===== config.mk =====
export PLATFORM = sky130hd
export DESIGN_NAME = dbc_sqrt_cell
export DESIGN_NICKNAME = d
export VERILOG_FILES = /design/src/hdl/dbc_pkg.sv /design/src/hdl/dbc_sqrt_cell.sv
export SDC_FILE = /design/constraint.sdc
export NUM_CORES = 1
export LEC_CHECK = 0
export ABC_CLOCK_PERIOD_IN_PS = 10700
export BUFFER_PORTS_ARGS = -buffer_cell sky130_fd_sc_hd__buf_4
export CAP_MARGIN = 20
export CORE_AREA = 8 8 277 279
export CTS_BUF_LIST = sky130_fd_sc_hd__clkbuf_4 sky130_fd_sc_hd__clkbuf_8
export CTS_CLUSTER_DIAMETER = 60
export DETAILED_ROUTE_END_ITERATION = 10
export DIE_AREA = 0 0 285 287
export PLACE_DENSITY_LB_ADDON = 0.3
export SLEW_MARGIN = 20
export SYNTH_ARGS = -nofsm -noshare
export SYNTH_HDL_FRONTEND = slang
export SYNTH_SLANG_ARGS = --single-unit
export TNS_END_PERCENT = 100

===== constraint.sdc =====
create_clock -name clk -period 10.7 [get_ports clk]
set_clock_uncertainty 0.05 [all_clocks]
set_input_delay 3.21 -clock clk [delete_from_list [all_inputs] [get_ports clk]]
set_output_delay 3.21 -clock clk [all_outputs]
set_load 0.1 [all_outputs]

===== src/hdl/dbc_pkg.sv =====
// ----------------------------------------------------------------------------
// Dalitz boundary check package
// Shared widths, register indexes and the structs passed between stages.
// ----------------------------------------------------------------------------
`default_nettype none

package dbc_pkg;

    localparam int MASS_W     = 32;
    localparam int TOTAL_W    = 34;
    localparam int KAL_W      = 64;
    localparam int ROOT_W     = 32;
    localparam int SQRT_STEPS = ROOT_W;
    localparam int CFG_IDX_W  = 3;

    typedef enum logic [CFG_IDX_W-1:0] {
        CFG_MOTHER = 3'd0,
        CFG_FIRST  = 3'd1,
        CFG_SECOND = 3'd2,
        CFG_THIRD  = 3'd3,
        CFG_TOTAL  = 3'd4
    } cfg_index_t;

    typedef struct packed {
        logic [MASS_W-1:0]  mother;
        logic [MASS_W-1:0]  first;
        logic [MASS_W-1:0]  second;
        logic [MASS_W-1:0]  third;
        logic [TOTAL_W-1:0] total;
    } dbc_cfg_t;

    typedef struct packed {
        logic [65:0] f1;
        logic [65:0] f2;
        logic [67:0] a13sq;
        logic [67:0] a23sq;
    } dbc_derived_t;

    typedef struct packed {
        logic               ok;
        logic [MASS_W-1:0]  m12;
        logic [MASS_W-1:0]  m13;
        logic signed [35:0] m23;
        logic [KAL_W-1:0]   v1;
        logic [KAL_W-1:0]   r1;
        logic [KAL_W-1:0]   v2;
        logic [KAL_W-1:0]   r2;
    } dbc_item_t;

endpackage

`default_nettype wire


===== src/hdl/dbc_sqrt_cell.sv =====
// ----------------------------------------------------------------------------
// Square root cell
// One bit of both floored square roots per cell, with the point carried along.
// ----------------------------------------------------------------------------
`default_nettype none

module dbc_sqrt_cell (
    input  wire logic              clk,
    input  wire logic              rst_n,
    input  wire logic [4:0]        step_idx,
    input  wire logic              in_valid,
    output logic                   in_ready,
    input  wire dbc_pkg::dbc_item_t in_item,
    output logic                   out_valid,
    input  wire logic              out_ready,
    output dbc_pkg::dbc_item_t     out_item
);
    import dbc_pkg::*;

    function automatic logic [2*KAL_W-1:0] root_step(input logic [KAL_W-1:0] v,
                                                     input logic [KAL_W-1:0] r,
                                                     input logic [KAL_W-1:0] b);
        logic [KAL_W-1:0] t;
        begin
            t = r + b;
            if (v >= t)
            begin
                return {v - t, (r >> 1) + b};
            end
            return {v, r >> 1};
        end
    endfunction

    logic             valid_reg;
    dbc_item_t        item_reg;
    dbc_item_t        item_next;
    logic [6:0]       shamt;
    logic [KAL_W-1:0] bit_val;

    always_comb
    begin
        shamt     = 7'd62 - {1'b0, step_idx, 1'b0};
        bit_val   = {{(KAL_W-1){1'b0}}, 1'b1} << shamt[5:0];
        item_next = in_item;
        {item_next.v1, item_next.r1} = root_step(in_item.v1, in_item.r1, bit_val);
        {item_next.v2, item_next.r2} = root_step(in_item.v2, in_item.r2, bit_val);
    end

    assign in_ready  = !valid_reg || out_ready;
    assign out_valid = valid_reg;
    assign out_item  = item_reg;

    always_ff @(posedge clk or negedge rst_n)
    begin
        if (!rst_n)
        begin
            valid_reg <= 1'b0;
        end
        else if (in_ready)
        begin
            valid_reg <= in_valid;
        end
    end

    always_ff @(posedge clk)
    begin
        if (in_ready && in_valid)
        begin
            item_reg <= item_next;
        end
    end

endmodule

`default_nettype wire


; ---- Yosys cells after proc, flatten, opt, wreduce, memory -nomap -nowiden
; Cells that the tools add are included.
[totals]
ff_bits = 358
latch_bits = 0
ramBits = 0
romBits = 0
input_bits = 366
wordCells = 30
mem_count = 0
[classes]
add_sub_neg = 7
n_mul = 0
div = 0
order_cmp = 2
eq_ne = 0
shift = 1
n_mux = 6
bitwise = 0
reduce_logical = 3
[ops]
columns = cell, n
row1 = 128-bit 2-to-1 mux, 4
row2 = 63-bit by 64-bit adder with 64-bit output, 2
row3 = 64-bit adder, 2
row4 = 64-bit >= comparator, 2
row5 = 64-bit subtractor, 2
row6 = "1-bit by 6-bit left shift with 64-bit output, first input constant", 1
row7 = "6-bit subtractor, first input constant", 1
row8 = 1-bit 2-to-1 mux, 2
row9 = 1-bit logical AND, 1
row10 = 1-bit logical NOT, 1
row11 = 1-bit logical OR, 1

; ---- Logic depth before layout (Yosys ltp)
[logic_depth]
ltp_word = 6
mapped_depth = 30
depth_no_buf = 25

; ---- Worst setup path before layout
; OpenSTA, ideal clock, no wires.
[synth_path]
path_kind = input -> register
start = input port out_ready
end = register item_reg, in the netlist out_item[0], enable pin
setup_time_ns = 0.762
t_arrival_ns = 12.172
required_ns = 9.888
setup_slack_ns = -2.284
stages = 2
path_cell_list = nand2b_1 > and2_1
[synth_between]
elab_chain_len = 2
[synth_rtl]
columns = element, line_no
row1 = "start, declared", dbc_sqrt_cell.sv:15  ; input wire logic out_ready,
row2 = 1-bit logical OR, dbc_sqrt_cell.sv:49  ; assign in_ready = !valid_reg || out_ready;
row3 = 1-bit logical AND, dbc_sqrt_cell.sv:67  ; if (in_ready && in_valid)
row4 = "end signal, assigned", dbc_sqrt_cell.sv:69  ; item_reg <= item_next;
row5 = "end, declared", dbc_sqrt_cell.sv:35  ; dbc_item_t item_reg;
; Every way passes these cells.
; A chain may end at the register's enable or synchronous reset.

==> reports/qor.log <==
[sta] final critical path time including I/O delays and setup 9.59 ns
[synth] largest family of logic cells by synthesized area compound AO/OA/AOI/OAI gates
[critical_path] required arrival time at the worst endpoint 11.04 ns
[floorplan] standard-cell row count 99
[synth] Yosys top cell by area sky130_fd_sc_hd__edfxtp_1
[critical_path] delay of the slowest cell on the worst path 0.80 ns
[synth] share of the synthesized area in the top cell type 34.5%
[sta] fin worst setup slack 1.11 ns
[floorplan] Initial Utilization 43.0%
[clocking] TritonCTS buffer count 68
[detailed_routing] Max Used Layer met5
[sta] Fin. Hold Viols 0
[synth] Post-Synthesis Cell Area 31,100 µm²
[synth] asr flop ratio synth 0.279%
[synth] Distinct cells, synth 93
[place] worst slack, placed 0.582 ns
[place] Final HPWL DP 101,000 µm
[clocking] clock latency on the worst-skew pair 0.65 ns
[sta] number of max-slew violations in the final report 0
[detailed_routing] Initial DRT Pass Iterations 6
[synth] most frequently used flop master after synthesis sky130_fd_sc_hd__edfxtp_1
[cells_and_area] area growth from synthesis to layout 25.2%
[synth] post-synthesis instance total 3,588
[clocking] CTS tree yes
[cells_and_area] net count reported at finish 4,888
[pwr] Max IR drop VDD 0.0960 mV
[detailed_routing] sum of met2 wire segment lengths after detailed routing 57,300 µm
[clocking] root buffer selected by CTS sky130_fd_sc_hd__clkbuf_8
[cells_and_area] count of fill cells added during filler insertion 6,806
[synth] sequential fraction of the synthesis area 34.6%
[detailed_routing] Met1 Wirelength 52,300 µm
[place] Port Buffer Count 724
[critical_path] launching point of the worst reg2reg path out_valid
[cells_and_area] fraction of final layout cells with drive strength greater than 1 21.8%
[clocking] quantity of hold-fixing buffers added after cts 0
[synth] syn avg cell area 8.66 µm²
[place] placer's final routability congestion estimate 0.986
[synth] cells taking the most area after synthesis sky130_fd_sc_hd__edfxtp_1 (34%), sky130_fd_sc_hd__ha_1 (10%), sky130_fd_sc_hd__a21oi_1 (5.2%), sky130_fd_sc_hd__nand2_1 (5.1%), sky130_fd_sc_hd__xnor2_1 (5.1%)
[synth] post-synthesis simple-gate area fraction 18.6%
[global_route] pin count of the biggest net entering global routing 151
[detailed_routing] final WL 124,000 µm
[sta] worst slew pin tran 0.993 ns
[critical_path] Critical-path top delay cell sky130_fd_sc_hd__a2111oi_0
[clocking] post_cts resized 0
[synth] post-synthesis net count 4,208
[floorplan] DIE AREA 81,800 µm²
[critical_path] largest fanout on the critical path 26
[floorplan] die outline width 285 µm
[floorplan] Std-Cell Core Area 72,300 µm²
[critical_path] startpoint of the most critical setup path step_idx[0]
[sta] fmax 104 MHz
[detailed_routing] total vias in the final route 31,200
[critical_path] kind of capture point of the worst setup path flop
[clocking] post-CTS setup repair buffer count 0
[hold_path] HP Class flop to flop
[clocking] total clock sinks 358
[sta] Final setup violation count 0
[clocking] Max Buffers Root-to-Sink 3
[pwr] power per standard cell area 140 nW/µm²
[cells_and_area] post-layout instance area 38,900 µm²
[sta] remaining max-slew budget at the tightest pin 33.8%
[synth] mux cell area share after synthesis 0.201%
[synth] xor/xnor cell area share of the yosys netlist 10.0%
[critical_path] kind of start point of the critical path input port
[detailed_routing] drt wl/cell 23.4 µm
[floorplan] boundary pin count 725
[synth] number of enable-type register cells in the synthesized netlist 357
[detailed_routing] Starting DRT DRC Count 2,822
[critical_path] critical path's most frequent cell sky130_fd_sc_hd__a21o_1
[detailed_routing] drc violations 0
[clocking] number of levels the H-tree was split into 3
[critical_path] critical setup path kind input port to flop
[status] outcome complete, no violations
[sta] Fin Setup TNS 0 ns
[hold_path] critical hold path startpoint out_valid
[synth] post-synthesis adder-cell area fraction 10.4%
[sta] crit share post-route 89.6%
[synth] Yosys warning count 0
[pwr] P_leak 16.1 nW
[cells_and_area] most common cell after layout, fill and taps aside sky130_fd_sc_hd__buf_4
[detailed_routing] remaining number of nets flagged by the antenna check after routing 0
[place] Area after DPL 37,500 µm²
[global_route] vias in the first global route 29,500
[detailed_routing] DR vias/cell 5.90
[critical_path] worst endpoint data arrival time 9.93 ns
[global_route] total routing resource utilization after global routing 28.2%
[clocking] Worst-path clk slew 0.06 ns
[flow_run] Max-cap violations 0
[global_route] total overflow reported by the global router 0
[global_route] initial antenna violation count 11
[sta] hold slack 0.569 ns
[synth] number of storage elements in the synthesis netlist 358
[floorplan] die height 287 µm
[cells_and_area] commonest cells after routing, fill and taps aside sky130_fd_sc_hd__buf_4 (746), sky130_fd_sc_hd__nand2_1 (423), sky130_fd_sc_hd__nor2_1 (377)
[global_route] first-pass GRT wire length 181,000 µm
[synth] Compound-Gate Fraction of Synth Area 23.6%
[detailed_routing] met3 wire length 10,500 µm
[sta] RSZ-0062 raised after global routing false
final timing paths:
| kind | slack [ns] | cells after the start | end |
|---|---|---|---|
| worst max-delay path | 1.11 | 26 | out_item[11] |
| min in group asynchronous | 2.27 | 1 | out_valid |
| worst min-delay path | 0.57 | 2 | out_valid |
| worst min register to register | 0.57 | 2 | out_valid |
| max in group asynchronous | 8.25 | 1 | out_valid |
| worst max register to register | 7.78 | 4 | out_item[212] |
cell families (layout without fill, tap and decap cells):
logic type,after synthesis,after routing
compound gates,1149,1149
xor+xnor,355,355
fa+ha+maj,257,257
buf+inv,204,934
flops,358,358
mux,6,6
other cells,0,7
simple gates,1259,1259
through the flow:
stage,instances,power (W),utilization (%)
after floorplan,3588,0.00338,-
after global placement,5157,0.00399,51.8
after detailed placement,5157,0.00399,51.8
after CTS,5277,0.00547,53.8
after global routing,5282,0.00567,53.8
final,5284,0.00545,53.8
where the power goes:
part	internal (W)	leakage [nW]	switching (W)
clock	0.000819	0.740	0.000647
sequential	0.00171	3.41	0.0000383
combinational	0.000615	12.0	0.00162
layer usage:
| metal | global-route usage [%] | vias to the layer above |
|---|---|---|
| met3 | 6.74 | 192 |
| met5 | 0 | - |
| met1 | 37.1 | 14800 |
| li1 | - | 14800 |
| met2 | 46.1 | 1364 |
| met4 | 8.06 | 8 |
critical path: cells and delay by family:
kind / cells / cell delay [ns]
buffers and inverters: 3 / 0.69
adders and majority gates: 2 / 0.64
xor gates and xnor gates: 2 / 0.40
and+or+nand+nor: 5 / 1.09
AOI/OAI and AO/OA: 14 / 3.87
cells in the mapped netlist (all sizes together) (6+ instances only):
cell type,n
or2,10
o21bai,63
nand3b,11
nor3b,8
nand2,423
a21boi,25
edfxtp,357
ha,252
or4,7
inv,61
or3,26
nor4,16
a2111oi,8
a21o,120
nand4,82
buf,37
o31a,8
xnor2,181
nor2b,30
o31ai,35
a211oi,25
a21oi,326
xor2,174
o41ai,10
o21ai,262
a31o,35
nor2,378
nor3,66
and2,34
a31oi,111
o211ai,13
nand2b,34
and3,38
nand3,75
a41oi,8
a221oi,7
a211o,7
o21a,22
and4,8
a221o,6
a41o,7
clkbuf,106
cell type report:
| class | instances | area [µm²] | share of cell area, % |
|---|---|---|---|
| multi-input cells | 3026 | 19500 | 50.2 |
| flip-flops and latches | 358 | 10700 | 27.6 |
| repair buffers | 753 | 5740 | 14.8 |
| well taps | 959 | 1200 | 3.08 |
| clock buffers | 93 | 1140 | 2.92 |
| clock inverters | 27 | 298 | 0.765 |
| inverters | 61 | 229 | 0.588 |
| diodes | 7 | 17.5 | 0.0450 |
state kept, by name, summed over array words and instances (netlist names):
register / cells
out_valid: 1
out_item: 357
No activity file was read; power rests on OpenSTA's default activity.
